File: config.mk
export PLATFORM = sky130hd
export DESIGN_NAME = uniform_lbp_block_histogram
export DESIGN_NICKNAME = d
export VERILOG_FILES = /design/src/design/lbph_pkg.sv /design/src/design/lbph_code.sv /design/src/design/lbph_bin_ram.sv /design/src/design/uniform_lbp_block_histogram.sv
export VERILOG_INCLUDE_DIRS = /design/src /design/src/design
export SDC_FILE = /design/constraint.sdc
export NUM_CORES = 2
export LEC_CHECK = 0
export BUFFER_PORTS_ARGS = -buffer_cell sky130_fd_sc_hd__buf_4
export CAP_MARGIN = 10
export CORE_AREA = 10 10 580 582
export DETAILED_ROUTE_END_ITERATION = 10
export DIE_AREA = 0 0 590 592
export GPL_TIMING_DRIVEN = 0
export HOLD_SLACK_MARGIN = 0.02
export MAX_ROUTING_LAYER = met4
export SLEW_MARGIN = 20
export SYNTH_ARGS = -nofsm -noshare
export SYNTH_HDL_FRONTEND = slang
export SYNTH_HIERARCHICAL = 1
export SYNTH_SLANG_ARGS = --single-unit
export TNS_END_PERCENT = 100
File: constraint.sdc
create_clock -name clk -period 16.6 [get_ports clk]
set_input_delay 0 -clock clk [delete_from_list [all_inputs] [get_ports clk]]
set_output_delay 0 -clock clk [all_outputs]
set_load 0.005 [all_outputs]
File: src/design/uniform_lbp_block_histogram_macros.svh
// Assertion macros for the uniform LBP block histogram.
// Used by the top level; expects signals clk and arst_n in scope.
`ifndef UNIFORM_LBP_BLOCK_HISTOGRAM_MACROS_SVH
`define UNIFORM_LBP_BLOCK_HISTOGRAM_MACROS_SVH

// Same-cycle implication, checked outside reset.
`define LBPH_ASSERT_NOW(lbl, pre, post) \
	lbl: assert property (@(posedge clk) disable iff (!arst_n) (pre) |-> (post)) \
		else $error("lbph same-cycle check failed");

// Next-cycle implication, checked outside reset.
`define LBPH_ASSERT_NEXT(lbl, pre, post) \
	lbl: assert property (@(posedge clk) disable iff (!arst_n) (pre) |=> (post)) \
		else $error("lbph next-cycle check failed");

`endif

File: src/design/lbph_pkg.sv
// Shared types, constants and functions of the uniform LBP block histogram.
// No dependencies; used by every module of the block.
`timescale 1ns / 1ps

package lbph_pkg;

	localparam int CODE_BITS        = 8;
	localparam int NUM_BINS         = 1 << CODE_BITS;
	localparam int COUNT_W          = 13;
	localparam int COUNT_MAX        = (1 << COUNT_W) - 1;
	localparam int BLOCK_PIXELS_MAX = 4096;
	localparam logic [COUNT_W-1:0] COUNT_LIMIT =
		COUNT_W'(BLOCK_PIXELS_MAX < COUNT_MAX ? BLOCK_PIXELS_MAX : COUNT_MAX);
	localparam int MAX_TRANSITIONS  = 2;

	// Uniform feature layout: 58 uniform codes, then the non-uniform total.
	localparam int UNIFORM_BINS = 58;
	localparam int TAB_W        = 6;
	localparam int TAB_DEPTH    = 1 << TAB_W;
	localparam logic [CODE_BITS-1:0] TOTAL_INDEX = CODE_BITS'(UNIFORM_BINS);

	typedef enum logic [1:0] {
		FUNC_ACC   = 2'd0,
		FUNC_READ  = 2'd1,
		FUNC_CLEAR = 2'd2
	} func_t;

	// Where the result of a read comes from.
	typedef enum logic [1:0] {
		RSEL_BIN   = 2'd0,
		RSEL_TOTAL = 2'd1,
		RSEL_NONE  = 2'd2
	} rsel_t;

	typedef logic [CODE_BITS-1:0] code_tab_t [TAB_DEPTH];

	typedef struct packed {
		logic [CODE_BITS-1:0] code;
		logic                 nonuniform;
	} code_info_t;

	typedef struct packed {
		logic                 en;
		logic [CODE_BITS-1:0] addr;
		logic [COUNT_W-1:0]   data;
	} ram_wr_t;

	// A code is uniform when it has at most two bit transitions, no wraparound.
	function automatic logic code_is_uniform(input logic [CODE_BITS-1:0] c);
		logic [CODE_BITS-2:0] diff;
		int                   n;
		diff = c[CODE_BITS-1:1] ^ c[CODE_BITS-2:0];
		n = 0;
		for (int i = 0; i < CODE_BITS - 1; i++) begin
			n = n + int'(diff[i]);
		end
		return n <= MAX_TRANSITIONS;
	endfunction

	// Ascending list of the uniform codes, evaluated at elaboration.
	function automatic code_tab_t build_uniform_table();
		code_tab_t tab;
		int        n;
		n = 0;
		for (int i = 0; i < TAB_DEPTH; i++) begin
			tab[i] = '0;
		end
		for (int i = 0; i < NUM_BINS; i++) begin
			if (code_is_uniform(CODE_BITS'(i))) begin
				tab[n[TAB_W-1:0]] = CODE_BITS'(i);
				n = n + 1;
			end
		end
		return tab;
	endfunction

	localparam code_tab_t UNIFORM_CODE = build_uniform_table();

endpackage

File: src/design/lbph_code.sv
// LBP code formation: eight neighbor comparisons and the uniformity test.
// Depends on lbph_pkg.
`timescale 1ns / 1ps

module lbph_code (
	input  logic [7:0]              center_pixel,
	input  logic [7:0]              nb_up_left,
	input  logic [7:0]              nb_up,
	input  logic [7:0]              nb_up_right,
	input  logic [7:0]              nb_right,
	input  logic [7:0]              nb_down_right,
	input  logic [7:0]              nb_down,
	input  logic [7:0]              nb_down_left,
	input  logic [7:0]              nb_left,
	output lbph_pkg::code_info_t    info
);

	logic [lbph_pkg::CODE_BITS-1:0] code;

	// A bit is set where the neighbor is strictly brighter than the center.
	always_comb begin
		code[7] = nb_up_left    > center_pixel;
		code[6] = nb_up         > center_pixel;
		code[5] = nb_up_right   > center_pixel;
		code[4] = nb_right      > center_pixel;
		code[3] = nb_down_right > center_pixel;
		code[2] = nb_down       > center_pixel;
		code[1] = nb_down_left  > center_pixel;
		code[0] = nb_left       > center_pixel;
	end

	assign info.code       = code;
	assign info.nonuniform = !lbph_pkg::code_is_uniform(code);

endmodule

File: src/design/lbph_bin_ram.sv
// Histogram bin memory: one write port and one registered read port.
// Depends on lbph_pkg.
`timescale 1ns / 1ps

module lbph_bin_ram (
	input  logic                             clk,
	input  lbph_pkg::ram_wr_t                wr,
	input  logic                             rd_en,
	input  logic [lbph_pkg::CODE_BITS-1:0]   rd_addr,
	output logic [lbph_pkg::COUNT_W-1:0]     rd_data
);

	logic [lbph_pkg::COUNT_W-1:0] mem_q [lbph_pkg::NUM_BINS];

	// Write port.
	always_ff @(posedge clk) begin
		if (wr.en) begin
			mem_q[wr.addr] <= wr.data;
		end
	end

	// Read port: old data is returned when the same entry is written at that edge.
	always_ff @(posedge clk) begin
		if (rd_en) begin
			rd_data <= mem_q[rd_addr];
		end
	end

endmodule

File: src/design/uniform_lbp_block_histogram.sv
// Top level of the uniform LBP(8,1) block histogram.
// Depends on lbph_pkg, lbph_code, lbph_bin_ram and the assertion macro header.
//
// Usage:
// The input channel (in_valid / in_stall) carries one transaction per item: func selects
// accumulate (one 3x3 window), read (one feature element) or clear. Only reads return a
// transaction on the output channel (out_valid / out_stall) with feature_value and
// index_ok. The one-bit uniform_mode register is written with cfg_wr_en / cfg_wr_data;
// the user must write it only while the block is idle; the block does not enforce this.
// Throughput: one item per cycle, accumulates included, while in_stall is low. Each
// accumulate is a read-modify-write of the 256-entry bin memory; the write of one item
// and the read of the next overlap, and a one-entry forwarding register covers a
// repeated code. A read result passes through stage one and then the output register,
// which presents it on the output.
// A clear drops the per-bin valid flags at once, so no sweep is run.
// Reset: counts read as zero, uniform_mode is 1, no output transaction is pending.
// When the receiver stalls, the result is held in the output register; the block keeps
// accepting items until a second read result would have nowhere to go, then raises
// in_stall until the output transaction completes.
`timescale 1ns / 1ps

module uniform_lbp_block_histogram (
	input  logic        clk,
	input  logic        arst_n,
	input  logic        cfg_wr_en,
	input  logic        cfg_wr_data,
	input  logic        in_valid,
	output logic        in_stall,
	input  logic [1:0]  func,
	input  logic [7:0]  center_pixel,
	input  logic [7:0]  nb_up_left,
	input  logic [7:0]  nb_up,
	input  logic [7:0]  nb_up_right,
	input  logic [7:0]  nb_right,
	input  logic [7:0]  nb_down_right,
	input  logic [7:0]  nb_down,
	input  logic [7:0]  nb_down_left,
	input  logic [7:0]  nb_left,
	input  logic        in_bounds,
	input  logic [7:0]  read_index,
	output logic        out_valid,
	input  logic        out_stall,
	output logic [12:0] feature_value,
	output logic        index_ok
);

	localparam int CB = lbph_pkg::CODE_BITS;
	localparam int CW = lbph_pkg::COUNT_W;

	logic                    accept;
	lbph_pkg::code_info_t    info;
	logic [CB-1:0]           rd_addr;
	lbph_pkg::rsel_t         rsel;
	logic [CW-1:0]           ram_rd_data;
	lbph_pkg::ram_wr_t       wr;
	logic                    is_acc;
	logic                    is_read;
	logic                    is_clear;

	logic                    uniform_mode_q;
	logic                    valid_s1;
	logic                    read_s1;
	logic [CB-1:0]           addr_s1;
	logic                    nonuni_s1;
	lbph_pkg::rsel_t         rsel_s1;
	logic [lbph_pkg::NUM_BINS-1:0] bin_vld_q;
	logic                    fwd_vld_q;
	logic [CB-1:0]           fwd_addr_q;
	logic [CW-1:0]           fwd_data_q;
	logic [CW-1:0]           total_q;
	logic                    out_valid_q;
	logic [CW-1:0]           feature_value_q;
	logic                    index_ok_q;
	logic [CW-1:0]           cur_count;
	logic [CW-1:0]           inc_count;

	// Input handshake: hold off only when a read result would find the output full.
	assign in_stall = valid_s1 && read_s1 && out_valid_q && out_stall;
	assign accept   = in_valid && !in_stall;

	always_comb begin
		is_acc   = 1'b0;
		is_read  = 1'b0;
		is_clear = 1'b0;
		case (func)
			lbph_pkg::FUNC_ACC:   is_acc   = 1'b1;
			lbph_pkg::FUNC_READ:  is_read  = 1'b1;
			lbph_pkg::FUNC_CLEAR: is_clear = 1'b1;
			default: ;
		endcase
	end

	lbph_code u_code (
		.center_pixel  (center_pixel),
		.nb_up_left    (nb_up_left),
		.nb_up         (nb_up),
		.nb_up_right   (nb_up_right),
		.nb_right      (nb_right),
		.nb_down_right (nb_down_right),
		.nb_down       (nb_down),
		.nb_down_left  (nb_down_left),
		.nb_left       (nb_left),
		.info          (info)
	);

	// Memory address and result source for the incoming item.
	always_comb begin
		rd_addr = info.code;
		rsel    = lbph_pkg::RSEL_BIN;
		if (is_read) begin
			if (uniform_mode_q) begin
				rd_addr = lbph_pkg::UNIFORM_CODE[read_index[lbph_pkg::TAB_W-1:0]];
				if (read_index == lbph_pkg::TOTAL_INDEX) begin
					rsel = lbph_pkg::RSEL_TOTAL;
				end else if (read_index > lbph_pkg::TOTAL_INDEX) begin
					rsel = lbph_pkg::RSEL_NONE;
				end
			end else begin
				rd_addr = read_index;
			end
		end
	end

	lbph_bin_ram u_ram (
		.clk     (clk),
		.wr      (wr),
		.rd_en   (accept),
		.rd_addr (rd_addr),
		.rd_data (ram_rd_data)
	);

	// Current count of the stage-one bin: invalid bins read as zero, a bin written at the
	// edge of this item's memory read comes from the forwarding register.
	always_comb begin
		if (!bin_vld_q[addr_s1]) begin
			cur_count = '0;
		end else if (fwd_vld_q && fwd_addr_q == addr_s1) begin
			cur_count = fwd_data_q;
		end else begin
			cur_count = ram_rd_data;
		end
		inc_count = (cur_count < lbph_pkg::COUNT_LIMIT) ? cur_count + CW'(1)
			: lbph_pkg::COUNT_LIMIT;
	end

	assign wr.en   = valid_s1 && !read_s1;
	assign wr.addr = addr_s1;
	assign wr.data = inc_count;

	// Configuration register.
	always_ff @(posedge clk or negedge arst_n) begin
		if (!arst_n) begin
			uniform_mode_q <= 1'b1;
		end else if (cfg_wr_en) begin
			uniform_mode_q <= cfg_wr_data;
		end
	end

	// Stage one: the item waits here for its memory read data.
	always_ff @(posedge clk or negedge arst_n) begin
		if (!arst_n) begin
			valid_s1 <= 1'b0;
		end else if (!in_stall) begin
			valid_s1 <= accept && ((is_acc && in_bounds) || is_read);
		end
	end

	always_ff @(posedge clk) begin
		if (accept) begin
			read_s1   <= is_read;
			addr_s1   <= rd_addr;
			nonuni_s1 <= info.nonuniform;
			rsel_s1   <= rsel;
		end
	end

	// Bin valid flags, forwarding register and non-uniform total; a clear wins over
	// the write of the item ahead of it.
	always_ff @(posedge clk or negedge arst_n) begin
		if (!arst_n) begin
			bin_vld_q <= '0;
			fwd_vld_q <= 1'b0;
			total_q   <= '0;
		end else if (accept && is_clear) begin
			bin_vld_q <= '0;
			fwd_vld_q <= 1'b0;
			total_q   <= '0;
		end else if (wr.en) begin
			bin_vld_q[addr_s1] <= 1'b1;
			fwd_vld_q          <= 1'b1;
			if (nonuni_s1 && total_q < lbph_pkg::COUNT_LIMIT) begin
				total_q <= total_q + CW'(1);
			end
		end
	end

	always_ff @(posedge clk) begin
		if (wr.en) begin
			fwd_addr_q <= wr.addr;
			fwd_data_q <= wr.data;
		end
	end

	// Output register.
	always_ff @(posedge clk or negedge arst_n) begin
		if (!arst_n) begin
			out_valid_q <= 1'b0;
		end else if (!out_valid_q || !out_stall) begin
			out_valid_q <= valid_s1 && read_s1;
		end
	end

	always_ff @(posedge clk) begin
		if (!out_valid_q || !out_stall) begin
			case (rsel_s1)
				lbph_pkg::RSEL_BIN: begin
					feature_value_q <= cur_count;
					index_ok_q      <= 1'b1;
				end
				lbph_pkg::RSEL_TOTAL: begin
					feature_value_q <= total_q;
					index_ok_q      <= 1'b1;
				end
				default: begin
					feature_value_q <= '0;
					index_ok_q      <= 1'b0;
				end
			endcase
		end
	end

	assign out_valid     = out_valid_q;
	assign feature_value = feature_value_q;
	assign index_ok      = index_ok_q;

	// Checks.
	`include "uniform_lbp_block_histogram_macros.svh"

	`LBPH_ASSERT_NEXT(a_clear_drops_bins, accept && is_clear, bin_vld_q == '0)
	`LBPH_ASSERT_NEXT(a_read_enters_s1, accept && is_read, valid_s1 && read_s1)
	`LBPH_ASSERT_NOW(a_stall_only_full, in_stall, out_valid_q && out_stall && read_s1)
	`LBPH_ASSERT_NOW(a_total_bounded, 1'b1, total_q <= lbph_pkg::COUNT_LIMIT)

endmodule
==> impl_metrics.py <==
metrics = {
    "setup_path": {
        "cp.required_ps": 17190,
        "cp-start-kind": "input port",
        "timing.rr.start": "uniform_mode_q$_DFFE_PN1P_",
        "reg2reg_depth": 12,
        "rrSetupSlack_ps": 8800,
        "cp_top_family": "buffers and inverters",
        "cp_slowest_cell": "nor3_1",
        "cp_max_fo": 13,
        "max_stage_delay_ps": 1000,
        "crit_type": "input port to flip-flop",
        "cp-startpoint": "read_index[1]",
        "cp.arrival_ps": 8540,
        "worst_setup_path_end_kind": "flip-flop",
        "path_buf_inv": 8,
        "reg2reg_to": "u_ram/rd_data[5]$_DFFE_PP_",
        "path_cells": "dlygate4sd3_1 > buf_4 > inv_1 > ha_1 > nand2b_1 > o21ai_0 > o21ai_0 > o21a_1 > o22ai_1 > o21ai_0 > buf_2 > buf_2 > clkbuf_1 > clkbuf_1 > clkbuf_1 > a311oi_1 > nor3_1 > nor4_2",
    },
    "grt": {
        "grt_max_degree": 104,
        "grt-ovfl-total": 0,
        "first_global_vias": 79140,
        "antenna_found_initial": 45,
        "grt_pass1_wl_microns": 650600,
        "grt_util_all_layers_pct": 27.41,
    },
    "synthesis": {
        "yosysWarnings": 6,
        "synthFlopType": "edfxtp_1",
        "yosysUniqueCellTypes": 85,
        "synth_seq_cells": 3661,
        "synth_cells": 7415,
        "synth_edf_count": 3388,
        "syn_nets": 7587,
        "synthArstFlopShare_pct": 7.457,
        "syn_area_sq_um": 145600,
        "syn_area_per_cell_sq_um": 19.64,
        "seq_area_frac_synth_pct": 74.55,
    },
    "sta": {
        "tns_ps": 0,
        "setup_ws_ps": 8653,
        "max_freq_mhz": 125.8,
        "post-route-period-util_pct": 47.87,
        "finalMaxSlewViolations": 0,
        "hold_viol_final": 0,
        "fin_worst_skew_ps": 55.83,
        "setup_viol": 0,
        "worstMarginPinSlew_ps": 1305,
        "rsz0062_at_grt": "false",
        "min_period_ps": 7947,
        "slew-limit-headroom_pct": 12.79,
    },
    "finish": {
        "drive_above_1_share_pct": 27.55,
        "fillers": 25490,
        "seq_area_sq_um": 108600,
        "finalNonFillerCells": 12820,
        "layout.nets": 8334,
        "multi_input_area_sq_um": 35330,
        "area_growth_syn_to_layout_pct": 16.50,
        "design_area_sq_um": 169700,
    },
    "clock_network": {
        "clk_pin_slew_worst_paths_ps": 60,
        "cts_tree": "done",
        "clk_path_buf_depth": 4,
        "post_cts_buffers": 0,
        "cts.repair.resized": 0,
        "cts-root-buf": "clkbuf_16",
        "clk_latency_ps": 980,
        "ctsHtreeMaxLevel": 5,
        "clock_sink_count": 3661,
        "cts_made_buffers": 376,
    },
    "drt": {
        "firstDrtPassIters": 7,
        "drc_errors": 0,
        "drtAntennaViolNets": 0,
        "totalWireLength_microns": 474900,
        "vias": 81780,
        "drt_iter0_markers": 12410,
        "via_per_inst": 6.381,
        "wl_per_cell_microns": 37.06,
    },
    "run_status": {
        "status": "finished clean",
    },
    "floorplan": {
        "row_count": 209,
        "core-area_sq_um": 323700,
        "fp.dieW_microns": 590,
        "start_util_pct": 44.98,
        "io_pins": 105,
        "die_y_microns": 592,
        "dieArea_sq_um": 349300,
    },
    "placed_design": {
        "dp_cells": 12080,
        "dp_slack_ps": 8764,
        "place_area_sq_um": 157000,
        "hpwlAfterDp_microns": 342700,
        "place.gp.congestion": 0.9842,
        "portBuffers": 104,
    },
    "job": {
        "max-cap-violations": 0,
    },
    "power_and_ir_drop": {
        "ir_drop_v": 0.0001014,
        "power_mw": 23.24,
        "leakage_nw": 56.00,
        "powerDensity_nw_per_um2": 137.0,
    },
    "min_path": {
        "worst_hold_path_type": "input port to flip-flop",
        "min_from": "nb_down_right[7]",
        "hold_path_end": "addr_s1[3]$_DFFE_PP_",
        "hold_depth": 7,
    },
}
worst reg2reg max path, delay by kind of cell, from the launching register on:
family,cells,cell delay [ps]
simple gates,2,1340
flops,1,520
compound gates,4,1460
buf+inv,6,4140
cell usage in the layout, fill, tap and decap left out, types with 37 or more instances in the layout:
cell type,instances
edfxtp_1,3388
mux4_2,832
clkbuf_16,381
a21oi_1,372
nor2_1,335
mux2i_1,330
dfrtp_1,272
nor2_2,258
clkbuf_1,257
buf_4,159
nand2_1,158
buf_6,113
buf_2,91
a22oi_1,88
clkinv_2,80
ha_1,79
o221ai_1,71
clkinv_1,68
buf_16,68
o21ai_0,63
a221oi_1,55
buf_12,54
nor2b_1,54
buf_8,53
clkbuf_2,53
o22ai_1,48
nor3_1,42
nand4_1,41
a22o_1,41
a211oi_1,40
inv_1,39
nand3_1,37
registers in the layout, indices dropped and copies added (netlist names), 2 cells and up:
name,cells
rsel_s1,2
fwd_data_q,13
u_ram/rd_data,13
fwd_addr_q,8
addr_s1,8
feature_value,13
total_q,13
u_ram/mem_q,3328
bin_vld_q,256
synthesized netlist by cell type (37+ instances only):
library cell | instances | area share, %
a211oi_1 | 46 | 0.24
a21oi_1 | 379 | 1.3
a221oi_1 | 57 | 0.34
a22o_1 | 41 | 0.25
a22oi_1 | 88 | 0.45
buf_2 | 76 | 0.26
buf_4 | 44 | 0.23
buf_6 | 53 | 0.41
clkbuf_1 | 234 | 0.60
dfrtp_1 | 272 | 4.7
edfxtp_1 | 3388 | 70
ha_1 | 79 | 0.68
inv_1 | 40 | 0.10
mux2i_1 | 330 | 2.3
mux4_2 | 832 | 13
nand2_1 | 159 | 0.41
nand3_1 | 37 | 0.13
nand4_1 | 41 | 0.18
nor2_1 | 601 | 1.5
nor2b_1 | 54 | 0.23
nor3_1 | 48 | 0.16
o21ai_0 | 68 | 0.23
o221ai_1 | 71 | 0.43
o22ai_1 | 48 | 0.21
how the worst max path moves through the flow:
stage	endpoint	slack, ps	cells past startpoint
6_report	u_ram/rd_data[5]$_DFFE_PP_	8650	18
2_1_floorplan	fwd_data_q[1]$_DFFE_PP_	1370	14
5_1_grt	u_ram/rd_data[6]$_DFFE_PP_	8930	19
3_3_place_gp	u_ram/mem_q[84][1]$_DFFE_PP_	-12940	11
3_5_place_dp	u_ram/rd_data[5]$_DFFE_PP_	8760	17
4_1_cts	u_ram/rd_data[5]$_DFFE_PP_	9140	18
layer usage:
metal  vias to the layer above  wire length [microns]  GRT usage, %
met1                     43860                 184000         37.31
met3                       847                  58540         7.726
met5                         -                      0             -
li1                      32000                      -             -
met4                         0                  21720         10.19
met2                      5078                 210600         39.63
area by class of cell:
class / instances / area share, %
Timing Repair Buffer: 369 / 3.158
Inverter: 41 / 0.09071
Tap cell: 4325 / 3.190
Clock inverter: 218 / 1.297
Sequential cell: 3661 / 63.99
Multi-Input combinational cell: 3263 / 20.82
Clock buffer: 466 / 5.861
Buffer: 450 / 1.552
Antenna cell: 23 / 0.03392
repair_timing:
item | 4_1_cts | 5_1_grt
endpoints found under the hold margin | 222 | 0
hold buffers | 33 | 0
endpoints found under the setup margin | 0 | 0
stage by stage:
step	util, %	hold slack [ps]
floorplan	-	-295.6
global placement	46.90	238.0
detailed placement	48.51	13.08
CTS	52.37	28.51
global route	52.40	91.30
finish	52.41	91.66
power breakdown:
group / total [mW] / leakage (nW) / internal, mW / switching (mW)
sequential: 10.8 / 35.0 / 10.8 / 0.0328
combinational: 4.05 / 15.1 / 1.28 / 2.77
clock: 8.38 / 5.92 / 4.77 / 3.61
cell families after synthesis:
logic type,count (synthesis),share of synthesized area [%]
AOI/OAI and AO/OA,931,4.287
adders and majority gates,83,0.7337
buffers and inverters,491,1.858
and+or+nand+nor,1046,3.168
xor gates and xnor gates,33,0.1985
muxes,1170,15.20
DFF,3661,74.55
(Power assumes the default switching activity.)
